### config.mk
export PLATFORM = sky130hd
export DESIGN_NAME = c2d_win_cell
export DESIGN_NICKNAME = d
export VERILOG_FILES = /design/src/hdl/c2d_pkg.sv /design/src/hdl/c2d_win_cell.sv
export SDC_FILE = /design/constraint.sdc
export NUM_CORES = 1
export LEC_CHECK = 0
export ABC_AREA = 1
export BUFFER_PORTS_ARGS = -buffer_cell sky130_fd_sc_hd__buf_4
export CORE_ASPECT_RATIO = 0.5
export CORE_UTILIZATION = 35
export DETAILED_ROUTE_END_ITERATION = 6
export PLACE_DENSITY = 0.74
export SLEW_MARGIN = 20
export SYNTH_ARGS = -nofsm -noshare
export SYNTH_HDL_FRONTEND = slang
export SYNTH_SLANG_ARGS = --single-unit
### constraint.sdc
create_clock -name clk -period 0.8 [get_ports clk]
set_clock_uncertainty 0.15 [all_clocks]
set_input_delay 0.12 -clock clk [delete_from_list [all_inputs] [get_ports clk]]
set_output_delay 0.12 -clock clk [all_outputs]
set_load 0.01 [all_outputs]
### src/hdl/c2d_pkg.sv
package c2d_pkg;

  // Default build sizes
  localparam int DEF_MAX_WIDTH  = 1024;
  localparam int DEF_MAX_HEIGHT = 1024;
  localparam int DEF_PIXEL_BITS = 8;

  // Register file
  localparam int CFG_ADDR_W = 3;
  localparam int CFG_DATA_W = 24;
  localparam int SIZE_W     = 11;
  localparam int SHIFT_W    = 3;
  localparam int COEF_W     = 8;

  typedef enum logic [CFG_ADDR_W-1:0] {
    CFG_IMAGE_WIDTH  = 3'd0,
    CFG_IMAGE_HEIGHT = 3'd1,
    CFG_KERNEL_ROW0  = 3'd2,
    CFG_KERNEL_ROW1  = 3'd3,
    CFG_KERNEL_ROW2  = 3'd4,
    CFG_OUTPUT_SHIFT = 3'd5
  } cfg_idx_t;

  localparam logic [SIZE_W-1:0]  RST_SIZE  = 11'd1024;
  localparam logic [SHIFT_W-1:0] RST_SHIFT = 3'd4;

  // Item kinds
  localparam logic OP_PIXEL = 1'b0;
  localparam logic OP_DRAIN = 1'b1;

  // Result range
  localparam int RES_W   = 20;
  localparam int RES_MAX = 524287;
  localparam int RES_MIN = -524288;

  // Border flags for the output centre
  typedef struct packed {
    logic top;
    logic bottom;
    logic left;
    logic right;
  } border_t;

endpackage

### src/hdl/c2d_win_cell.sv
module c2d_win_cell
  import c2d_pkg::*;
#(
  parameter int PIXEL_BITS = DEF_PIXEL_BITS
) (
  input  logic                  clk,
  input  logic                  rst_n,
  input  logic                  clr,
  input  logic                  en,
  input  logic [PIXEL_BITS-1:0] d [3],
  output logic [PIXEL_BITS-1:0] q [3]
);

  logic [PIXEL_BITS-1:0] col_r   [3];
  logic [PIXEL_BITS-1:0] col_nxt [3];

  // One window column: top, middle, bottom pixel
  always_comb begin
    for (int i = 0; i < 3; i++) begin
      if (clr) begin
        col_nxt[i] = '0;
      end else if (en) begin
        col_nxt[i] = d[i];
      end else begin
        col_nxt[i] = col_r[i];
      end
    end
  end

  always_ff @(posedge clk) begin
    if (!rst_n) begin
      for (int i = 0; i < 3; i++) col_r[i] <= '0;
    end else begin
      for (int i = 0; i < 3; i++) col_r[i] <= col_nxt[i];
    end
  end

  assign q = col_r;

endmodule

# Word-level counts from Yosys, hierarchy flattened
# Index checks and enable logic that the tools add are counted.
word_totals:
  reg_bits: 24
  inputBits: 28
  wordCells: 5
op_classes:
  bitwise: 1
  reduce_logical: 1
op_table:
  columns: ["operator", "count"]
  rows:
  - ["OR reduction 2 bit", 1]
  - ["NOT 1 bit", 1]

# Longest topological paths before layout
logic_depth:
  ltp_word: 2
  depth_mapped: 5
  ltp_nobuf: 3

# Least setup slack after synthesis
# No wires, ideal clock.
synth_timing:
  kind: "input to register"
  startpoint: "input port en"
  endpoint: "register col_r, in the netlist q[10]"
  setup_ns: 0.066
  t_arrival_ns: 0.567
  required_time_ns: 0.584
  setup_slack_ns: 0.018
  stages: 5
  cell_sequence: "buf_6 > inv_8 > buf_12 > nand2_2 > a21oi_2"
synth_rtl:
  columns: ["element", "line_no", "rtl"]
  rows:
  - ["start: declaration", "c2d_win_cell.sv:9", "input logic en,"]
  - ["end: declaration", "c2d_win_cell.sv:14", "logic [PIXEL_BITS-1:0] col_r [3];"]

# Final worst setup path
layout_timing:
  startpoint: "register col_r, in the netlist q[16]"
  endpoint: "output port q[16] (netlist name)"
layout_rtl:
  columns: ["element", "line_no", "rtl"]
  rows:
  - ["end: declaration", "c2d_win_cell.sv:11", "output logic [PIXEL_BITS-1:0] q [3]"]
# No word-level cell between the ends.

==> out/qor_table.md <==
| Quantity | Value |
|---|---|
| Longest individual stage delay on the worst path | 350 ps |
| Total half-perimeter wirelength after legalization and detailed placement | 1490 µm |
| # clock sinks | 24 |
| FF-to-FF Start | q[19]$_SDFFE_PP0P_ |
| Synthesis-stage register bit count | 24 |
| Routed Antenna Nets | 0 |
| Count of buffering cells on the critical path with inverters included | 1 |
| Class of the worst hold path | in -> reg |
| Number of unique standard cell types used by synthesis | 11 |
| Cell area after placement | 1360 µm² |
| Proportion of layout cells with a drive suffix above 1 | 0.718 |
| VDD IR max | 0.852 mV |
| DRC Markers | 0 |
| Reg2reg path depth | 4 |
| Final setup violation count | 37 |
| Count of pins on the block boundary | 52 |
| Max Root-Sink Buffers | 2 |
| Iteration count of the initial detailed-routing pass | 5 |
| CTS HTree Levels | 1 |
| Detailed-route via count | 922 |
| Mean cell area of the mapped netlist | 8.98 µm² |
| Hold Crit Endpoint | q[4]$_SDFFE_PP0P_ |
| Worst slack at placement | -73.5 ps |
| Core Region | 2390 µm² |
| Period utilization | 1.24 |
| Final design area excluding fillers | 1670 µm² |
| Net Count, Synth | 134 |
| Number of fill cells in the layout | 176 |
| Buffer cell driving the clock tree root | clkbuf_8 |
| Core utilization of the finished layout | 0.700 |
| DRT Wirelength | 2400 µm |
| Synthesized area | 952 µm² |
| Max-cap violations | 0 |
| Flop-to-flop setup slack | -120 ps |
| Inserted Diodes | 0 |
| Proportion of netlist area held by the largest area contributor | 0.505 |
| Depth of the worst hold-timing path | 3 |
| Die Height | 38.9 µm |
| Top delay family on crit path | flip-flops |
| Wire length of the first global-routing pass | 3640 µm |
| Area grow syn2layout | 75.4% |
| Worst hold slack | -52.1 ps |
| Via/cell ratio | 4.41 |
| X dimension of the die | 75.8 µm |
| Worst-skew pair later-pin latency | 260 ps |
| Flip-flop count of the largest register after layout | 24 |
| Leak | 0.741 nW |
| Clock tree from TritonCTS | done |
| RD Place Congestion | 0.687 |
| Violations in the final reports | negative hold slack, negative setup slack |
| Number of standard cells after synthesis | 106 |
| Synth warnings | 0 |
| Row count | 12 |
| Total of buffers placed on input and output ports | 51 |
| Starting DRT DRC Count | 28 |
| Transition time at the pin with the least slew margin | 170 ps |
| Initial Utilization | 0.399 |
| Average wire per standard cell | 11.5 µm |
| Data required time at the worst endpoint | 530 ps |
| Category of the worst setup path launch point | register |
| Worst setup path category | reg -> out |
| Worst Hold Launch | d[4] |
| Post-layout nets | 203 |
| Final sum of negative setup slack | -4700 ps |
| RSZ-0062 raised after global routing | yes |
| Total GRT Usage | 0.172 |
| Top cells by area in the synthesized netlist | dfxtp_1, nand2_1, a21oi_2 |
| Slowest stage cell on the critical path | dfxtp_2 |
| Final Max Slew Viols | 0 |
| Final worst slack | -188 ps |
| Ratio of total power to cell area | 1500 nW/µm² |
| Global-route congestion overflow total | 0 |
| Area leader, netlist | dfxtp_1 |
| Die area | 2950 µm² |
| Via count of the first global-routing pass | 848 |
| Fmax | 1010 MHz |
| Data arrival at the endpoint of the critical path | 720 ps |
| Maximum number of pins on one net before global-route repair | 25 |
| Clock slew seen by the registers of the worst setup and hold paths | 80 ps |
| Largest driver fanout on the critical path | 2 |
| TritonCTS buffer count | 3 |
| Cell breakdown of the critical path | buf_6 |
| Number of antenna violations at the first check in global routing | 0 |
| Critical Path End Type | output port |
| Max_slew headroom | 0.887 |
| Reg-to-reg endpoint | q[19]$_SDFFE_PP0P_ |
| Fraction of the yosys area taken by sequential cells | 0.505 |
| Outcome | complete, but fails checks |
| Final-report hold violation count | 24 |
| Minimum clock period after layout | 988 ps |
kinds of logic after synthesis:
family / count (synthesis) / share of synthesized area
simple gates: 49 / 0.219
flops: 24 / 0.505
compound gates: 24 / 0.170
buf+inv: 9 / 0.106
power breakdown:
part | switching, W | internal [W]
sequential | 0.0000274 | 0.00124
combinational | 0.000175 | 0.000247
clock | 0.000373 | 0.000439
tightest hold or removal path: stages:
cell and delay (ps):
buf_4 110, nand2_1 50, a21oi_1 50
synth_stat cells, drive strengths merged:
| library cell | number |
|---|---|
| a21oi | 24 |
| buf | 7 |
| nand2 | 49 |
| inv | 2 |
| dfxtp | 24 |
cells in the final DEF (no fill, tap or decap):
cell type	count
nand2_2	12
inv_8	1
clkbuf_8	4
inv_1	1
buf_12	2
nand2_1	37
a21oi_2	13
buf_6	28
a21oi_1	11
dfxtp_2	24
buf_4	41
cell type report:
| class | instances | area [µm²] | area share |
|---|---|---|---|
| multi-input cells | 73 | 383 | 0.229 |
| inverters | 2 | 15.0 | 0.00899 |
| repair buffers | 71 | 663 | 0.397 |
| clock buffers | 4 | 55.1 | 0.0330 |
| well taps | 35 | 43.8 | 0.0262 |
| flip-flops and latches | 24 | 510 | 0.306 |
per-layer routing:
metal / up-vias / GRT usage / part of all wire
li1: 471 / - / -
met1: 420 / 0.179 / 0.44
met2: 27 / 0.332 / 0.50
met3: 4 / 0.0599 / 0.047
met4: 0 / 0.0509 / 0.015
met5: - / 0 / 0
timing repair:
item	in CTS	in global routing
resized for setup	50	6
endpoints found under the hold margin	24	24
setup buffers	12	6
setup endpoints to repair	24	36
pin swaps	0	3
worst max-delay path by stage:
stage	from	to	cells after the start
final	q[16]$_SDFFE_PP0P_	q[16]	1
after global routing	q[16]$_SDFFE_PP0P_	q[16]	1
after CTS	q[18]$_SDFFE_PP0P_	q[18]	1
after detailed placement	clr	q[0]$_SDFFE_PP0P_	5
after global placement	clr	q[0]$_SDFFE_PP0P_	5
after floorplan	en	q[10]$_SDFFE_PP0P_	5
stage by stage:
stage / total power (W) / std cells
3_3_place_gp: 0.00163 / 190
3_5_place_dp: 0.00163 / 190
6_report: 0.00250 / 209
5_1_grt: 0.00262 / 209
4_1_cts: 0.00250 / 206
2_1_floorplan: 0.00146 / 106
Note: power is estimated with default switching activity, not from simulation.
