--- src/hdl/c2d_pkg.sv ---
package c2d_pkg;

  // Default build sizes
  localparam int DEF_MAX_WIDTH  = 1024;
  localparam int DEF_MAX_HEIGHT = 1024;
  localparam int DEF_PIXEL_BITS = 8;

  // Register file
  localparam int CFG_ADDR_W = 3;
  localparam int CFG_DATA_W = 24;
  localparam int SIZE_W     = 11;
  localparam int SHIFT_W    = 3;
  localparam int COEF_W     = 8;

  typedef enum logic [CFG_ADDR_W-1:0] {
    CFG_IMAGE_WIDTH  = 3'd0,
    CFG_IMAGE_HEIGHT = 3'd1,
    CFG_KERNEL_ROW0  = 3'd2,
    CFG_KERNEL_ROW1  = 3'd3,
    CFG_KERNEL_ROW2  = 3'd4,
    CFG_OUTPUT_SHIFT = 3'd5
  } cfg_idx_t;

  localparam logic [SIZE_W-1:0]  RST_SIZE  = 11'd1024;
  localparam logic [SHIFT_W-1:0] RST_SHIFT = 3'd4;

  // Item kinds
  localparam logic OP_PIXEL = 1'b0;
  localparam logic OP_DRAIN = 1'b1;

  // Result range
  localparam int RES_W   = 20;
  localparam int RES_MAX = 524287;
  localparam int RES_MIN = -524288;

  // Border flags for the output centre
  typedef struct packed {
    logic top;
    logic bottom;
    logic left;
    logic right;
  } border_t;

endpackage

--- src/hdl/c2d_mac.sv ---
module c2d_mac
  import c2d_pkg::*;
#(
  parameter int PIXEL_BITS = DEF_PIXEL_BITS
) (
  input  logic                  clk,
  input  logic                  rst_n,
  input  logic                  en,
  input  logic                  in_vld,
  input  logic                  in_last,
  input  border_t               border,
  input  logic [PIXEL_BITS-1:0] tap [9],
  input  logic [CFG_DATA_W-1:0] krow [3],
  input  logic [SHIFT_W-1:0]    shift,
  output logic                  out_vld,
  output logic                  out_last,
  output logic [RES_W-1:0]      out_value
);

  localparam int PW = PIXEL_BITS + COEF_W + 1;
  localparam int SW = (PIXEL_BITS + 13 > RES_W + 1) ? PIXEL_BITS + 13 : RES_W + 1;
  localparam logic signed [SW-1:0] SAT_HI = SW'(RES_MAX);
  localparam logic signed [SW-1:0] SAT_LO = SW'(RES_MIN);

  logic signed [PW-1:0] prod_r   [9];
  logic signed [PW-1:0] prod_nxt [9];
  logic                 va_r, last_a_r;
  logic                 vo_r, last_o_r;
  logic [RES_W-1:0]     val_r;
  logic signed [SW-1:0] sum, shifted;
  logic [RES_W-1:0]     val_nxt;
  logic                 keep;
  logic signed [COEF_W-1:0] coef;

  // Stage A: nine products, border taps forced to zero
  always_comb begin
    for (int k = 0; k < 9; k++) begin
      coef = krow[k/3][(k%3)*COEF_W +: COEF_W];
      keep = 1'b1;
      if ((k / 3 == 0) && border.top)    keep = 1'b0;
      if ((k / 3 == 2) && border.bottom) keep = 1'b0;
      if ((k % 3 == 0) && border.left)   keep = 1'b0;
      if ((k % 3 == 2) && border.right)  keep = 1'b0;
      prod_nxt[k] = keep ? PW'($signed({1'b0, tap[k]}) * coef) : '0;
    end
  end

  always_ff @(posedge clk) begin
    if (en) begin
      for (int k = 0; k < 9; k++) prod_r[k] <= prod_nxt[k];
      last_a_r <= in_last;
    end
  end

  // Stage B: sum, arithmetic shift, saturate
  always_comb begin
    sum = '0;
    for (int k = 0; k < 9; k++) begin
      sum = sum + SW'(prod_r[k]);
    end
    shifted = sum >>> shift;
    if (shifted > SAT_HI) begin
      val_nxt = SAT_HI[RES_W-1:0];
    end else if (shifted < SAT_LO) begin
      val_nxt = SAT_LO[RES_W-1:0];
    end else begin
      val_nxt = shifted[RES_W-1:0];
    end
  end

  always_ff @(posedge clk) begin
    if (en) begin
      val_r    <= val_nxt;
      last_o_r <= last_a_r;
    end
  end

  // Valid flags
  always_ff @(posedge clk) begin
    if (!rst_n) begin
      va_r <= 1'b0;
      vo_r <= 1'b0;
    end else if (en) begin
      va_r <= in_vld;
      vo_r <= va_r;
    end
  end

  assign out_vld   = vo_r;
  assign out_last  = last_o_r;
  assign out_value = val_r;

endmodule

--- config.mk ---
export PLATFORM = sky130hd
export DESIGN_NAME = c2d_mac
export DESIGN_NICKNAME = d
export VERILOG_FILES = /design/src/hdl/c2d_pkg.sv /design/src/hdl/c2d_mac.sv
export SDC_FILE = /design/constraint.sdc
export NUM_CORES = 2
export LEC_CHECK = 0
export ABC_AREA = 1
export BUFFER_PORTS_ARGS = -buffer_cell sky130_fd_sc_hd__buf_4
export CORE_ASPECT_RATIO = 1.4
export CORE_MARGIN = 10
export CORE_UTILIZATION = 45
export DETAILED_ROUTE_END_ITERATION = 10
export GPL_TIMING_DRIVEN = 0
export PLACE_DENSITY = 0.64
export SYNTH_ARGS = -nofsm -noshare
export SYNTH_HDL_FRONTEND = slang
export SYNTH_SLANG_ARGS = --single-unit
--- constraint.sdc ---
create_clock -name clk -period 5.9 [get_ports clk]
set_input_delay 0.295 -clock clk [delete_from_list [all_inputs] [get_ports clk]]
set_output_delay 0.295 -clock clk [all_outputs]
set_load 0.02 [all_outputs]
* After elaboration in Yosys (flattened, before gate mapping)
Memories as Yosys holds them, arrays and structs flattened.
Cells that the tools add are included.
** Cells by class
- $add $sub $neg :: 8
- Multiplexer cells :: 17
- Multipliers :: 9
- Magnitude comparators :: 2
- Shifts and indexed selects :: 1
** Operators by type and width (number)
- multiplier 9 x 8 -> 17 bit :: 9
- 2-to-1 mux 17 bit :: 8
- adder 21 x 17 -> 21 bit :: 4
- adder 20 x 17 -> 21 bit :: 1
- > comparator 21 x 20 -> 1 bit (second input constant) :: 1
- < comparator 21 x 20 -> 1 bit (second input constant) :: 1
- >>> shifter 21 x 3 -> 21 bit :: 1
- adder 19 x 17 -> 20 bit :: 1
- 2-to-1 mux 20 bit :: 1
- adder 18 x 17 -> 19 bit :: 1
- adder 17 x 17 -> 18 bit :: 1
- 2-to-1 mux 1 bit :: 8
** Word-level totals
- Output and inout port bits :: 22
- Bits in writable memories :: 153
- Memories :: 1
- Flip-flop bits (word level) :: 24
- Bits of input ports :: 156
- Word-level logic and storage cells :: 43
** Memory list
- prod_r :: words 9, bits a word 17, read ports 9, clocked after memory_dff 0, wr ports 9, line c2d_mac.sv:25 : logic signed [PW-1:0] prod_r [9];

* Longest topological paths before layout
- Depth after elaboration :: 11
- Gate-level depth with buffers :: 26
- Depth with buffers taken out :: 26

* Least setup slack after synthesis
Ideal clock, no wire load.
- Path type :: register -> register
- Start :: memory prod_r[0][118] (netlist bit)
- End :: register val_r[0], in the netlist out_value[0], data pin
- Path buffers :: 1
- Slack :: 1.366 ns
- Arrival time :: 4.281 ns
- Data required time :: 5.646 ns
- Period minus slack after synthesis :: 4.534 ns
- Stages on the path, launching flop included :: 21
- Library setup time :: 0.254 ns
- Cell sequence :: edfxtp_1 -> fa_1 -> inv_1 -> fa_1 -> inv_1 -> fa_1 -> inv_1 -> fa_1 -> inv_1 -> ha_1 -> a21oi_1 -> o21ai_0 -> a21oi_2 -> nand2_2 -> nand2_2 -> nand2_4 -> nor2_2 -> nand3_4 -> buf_6 -> nand2_1 -> nand2_2
** RTL lines
- start: declaration :: line c2d_mac.sv:25
- end signal: assignment :: line c2d_mac.sv:73 : val_r <= val_nxt;
- end: declaration :: line c2d_mac.sv:29 : logic [RES_W-1:0] val_r;

==> results.sh <==
export IMPL_cts_sinks=177
export IMPL_grt_pass1_vias=24700
export IMPL_grt_setup_unrepaired="no"
export IMPL_clk_latency_ns=0.46
export IMPL_io_buffers=38
export IMPL_antenna_found_initial=5
export IMPL_dpl_hpwl_microns=65200
export IMPL_ctsRootBufferMaster="clkbuf_16"
export IMPL_layoutNonFillerInstCount=4867
export IMPL_fp_dieW_microns=243
export IMPL_nNetsFinal=4943
export IMPL_fin_crit_sh=0.857
export IMPL_skew_ns=0.0182
export IMPL_yosys_area_top_type="fa_1"
export IMPL_tns_ns=0
export IMPL_die_y_microns=333
export IMPL_dp_cells=4832
export IMPL_status="complete, no violations"
export IMPL_nFillCells=6746
export IMPL_crit_path_end_kind="register"
export IMPL_yosysUniqueCellTypes=42
export IMPL_gr_usage_all_layers=0.188
export IMPL_yosys_top_cells_area="fa_1, edfxtp_1, ha_1"
export IMPL_grt_pass1_wl_microns=124000
export IMPL_synth_most_common_cell="inv_1"
export IMPL_cts_buffer_depth=2
export IMPL_routed_wl_microns=74400
export IMPL_grt_ovfl_total=0
export IMPL_setup_viol_count_final=0
export IMPL_crit_path_max_fanout=3
export IMPL_reg2reg_to="out_value[14]"
export IMPL_fp_row_count=114
export IMPL_via_count=23400
export IMPL_avgSynthCellArea_sq_um=8.13
export IMPL_cp_arrival_ns=5.26
export IMPL_area_growth_syn_to_layout_pct=6.75
export IMPL_synth_seq_cells=177
export IMPL_grt_start_max_net_pins=92
export IMPL_dieArea_sq_um=81000
export IMPL_min_path_type="input port to register"
export IMPL_maxCapViolations=0
export IMPL_start_util=0.454
export IMPL_clkTransAtPathRegs_ns=0.08
export IMPL_worst_slew_pin_slew_ns=0.770
export IMPL_seq_area_frac_synth=0.168
export IMPL_synth_commonest_cells="inv_1, nand2_1, fa_1"
export IMPL_synth_edf_count=175
export IMPL_crit_required_ns=6.10
export IMPL_h_tree_depth=4
export IMPL_ios=178
export IMPL_drc_errors=0
export IMPL_startpoint_type="register"
export IMPL_vias_per_cell=4.82
export IMPL_worst_hold_startpoint="in_vld"
export IMPL_syn_inst=3865
export IMPL_core_sq_um=69200
export IMPL_netlist_area_leader_share=0.290
export IMPL_post_drt_wl_per_cell_microns=15.3
export IMPL_place_congestion=0.904
export IMPL_maxSlewHeadroom=0.487
export IMPL_min_period_ns=5.06
export IMPL_cts_buffers=17
export IMPL_timing_final_hold_violations=0
export IMPL_max_freq_mhz=198
export IMPL_synthesis_area_sq_um=31400
export IMPL_r2r_start="prod_r[0][104]"
export IMPL_layout_drive_gt1_share=0.0455
export IMPL_cts_tree="yes"
export IMPL_holdPathStages=3
export IMPL_drtPass1Iterations=5
export IMPL_path_class="register to register"
export IMPL_ys_dominant_reg_cell="edfxtp_1"
export IMPL_reg2reg_slack_ns=0.84
export IMPL_reg2regPathDepth=23
export IMPL_final_max_slew_violation_count=0
export IMPL_holdPathEnd="va_r"
export IMPL_drtIter0Drc=1167
export IMPL_ant_nets=0
export IMPL_postCtsSetupBuffers=0
export IMPL_yosys_warnings=0
export IMPL_synthArstFlopShare=0
export IMPL_synth_nets=4884
critical path, cell delays in order, from the launching register on:
cell and delay (ns):
edfxtp_1 0.44, fa_1 0.65, fa_1 0.47, fa_1 0.56, inv_1 0.06, fa_1 0.43
inv_1 0.07, ha_1 0.21, inv_1 0.10, fa_1 0.47, inv_1 0.11, nand3_1 0.07
nand2_1 0.12, nand2_1 0.08, nand2_1 0.14, nand3_1 0.14, nand2_1 0.11, nand2_1 0.05
nand3_1 0.10, nand3_1 0.13, nand3_1 0.13, nand2_1 0.06, nand2_1 0.06, nand2_1 0.05
cells by family after synthesis:
kind of cell	share of synthesized area
adder cells (fa/ha/maj)	0.452
flip-flops	0.168
buffers and inverters	0.151
AND/OR/NAND/NOR	0.159
multiplexers	0.000637
AO/OA/AOI/OAI	0.0623
XOR/XNOR	0.00724
area by class of cell:
class | count | area (sq um) | area share
inverter | 1100 | 4130 | 0.123
antenna | 2 | 5.00 | 0.000149
clock buffer | 17 | 425 | 0.0127
multi-input combinational | 2432 | 21400 | 0.638
sequential | 177 | 5300 | 0.158
clock inverter | 15 | 201 | 0.00600
timing repair buffer | 40 | 330 | 0.00984
buffer | 156 | 606 | 0.0180
tap | 928 | 1160 | 0.0346
what timing repair did:
| item | CTS | global route |
|---|---|---|
| gates resized for setup | 0 | 0 |
| hold buffers | 1 | 0 |
| endpoints found under the hold margin | 1 | 0 |
metal layers:
layer / up-vias / GRT usage / part of all wire
li1: 11700 / - / -
met1: 11300 / 0.209 / 0.38
met2: 362 / 0.366 / 0.55
met3: 93 / 0.0224 / 0.034
met4: 8 / 0.0558 / 0.029
met5: - / 0 / 0.00086
stage by stage:
step	setup slack (ns)	area, sq um	hold slack (ns)	utilization
4_1_cts	0.854	33600	0.0420	0.485
3_5_place_dp	0.874	32900	0.408	0.476
5_1_grt	0.528	33600	0.0673	0.485
6_report	0.844	33600	0.0573	0.485
2_1_floorplan	1.37	31400	0.394	-
3_3_place_gp	0.925	32900	0.406	0.475
placed cells by master, fill, tap and decap left out, types with 3 or more instances in the layout:
cell type	count
fa_1	455
nand4_1	10
clkinv_8	3
o2111ai_1	4
o21a_1	16
a31oi_1	4
nand2_1	773
nand3b_1	7
nor3_1	23
nand3_4	4
o21bai_1	5
inv_8	5
xnor2_1	7
edfxtp_1	175
clkbuf_16	17
nand2_4	3
nand3_1	118
nand2_2	21
buf_4	37
buf_1	5
o211ai_1	3
inv_2	6
nor2_2	3
a21oi_1	185
nand3_2	13
or2_2	51
nor2_1	142
o21ai_0	139
inv_1	1092
xor2_1	19
a21o_1	7
clkbuf_1	148
ha_1	408
registers in the layout, summed over array words and instances, names as in the netlist:
signal     flops
out_value     20
last_a_r       1
out_last       1
prod_r       153
va_r           1
out_vld        1
worst max-delay path by stage:
stage | from | to | slack, ns | depth (start not counted)
final | prod_r[0][104] | out_value[14] | 0.84 | 23
after global routing | prod_r[0][104] | out_value[14] | 0.53 | 23
after CTS | prod_r[0][104] | out_value[14] | 0.85 | 23
after detailed placement | prod_r[0][104] | out_value[14] | 0.87 | 23
after global placement | prod_r[0][104] | out_value[16] | 0.92 | 23
after floorplan | prod_r[0][118] | out_value[0] | 1.37 | 20
Power is left out: the tool's default activity adds up to more than one toggle a clock period on the data nets, which glitch-free logic cannot reach.
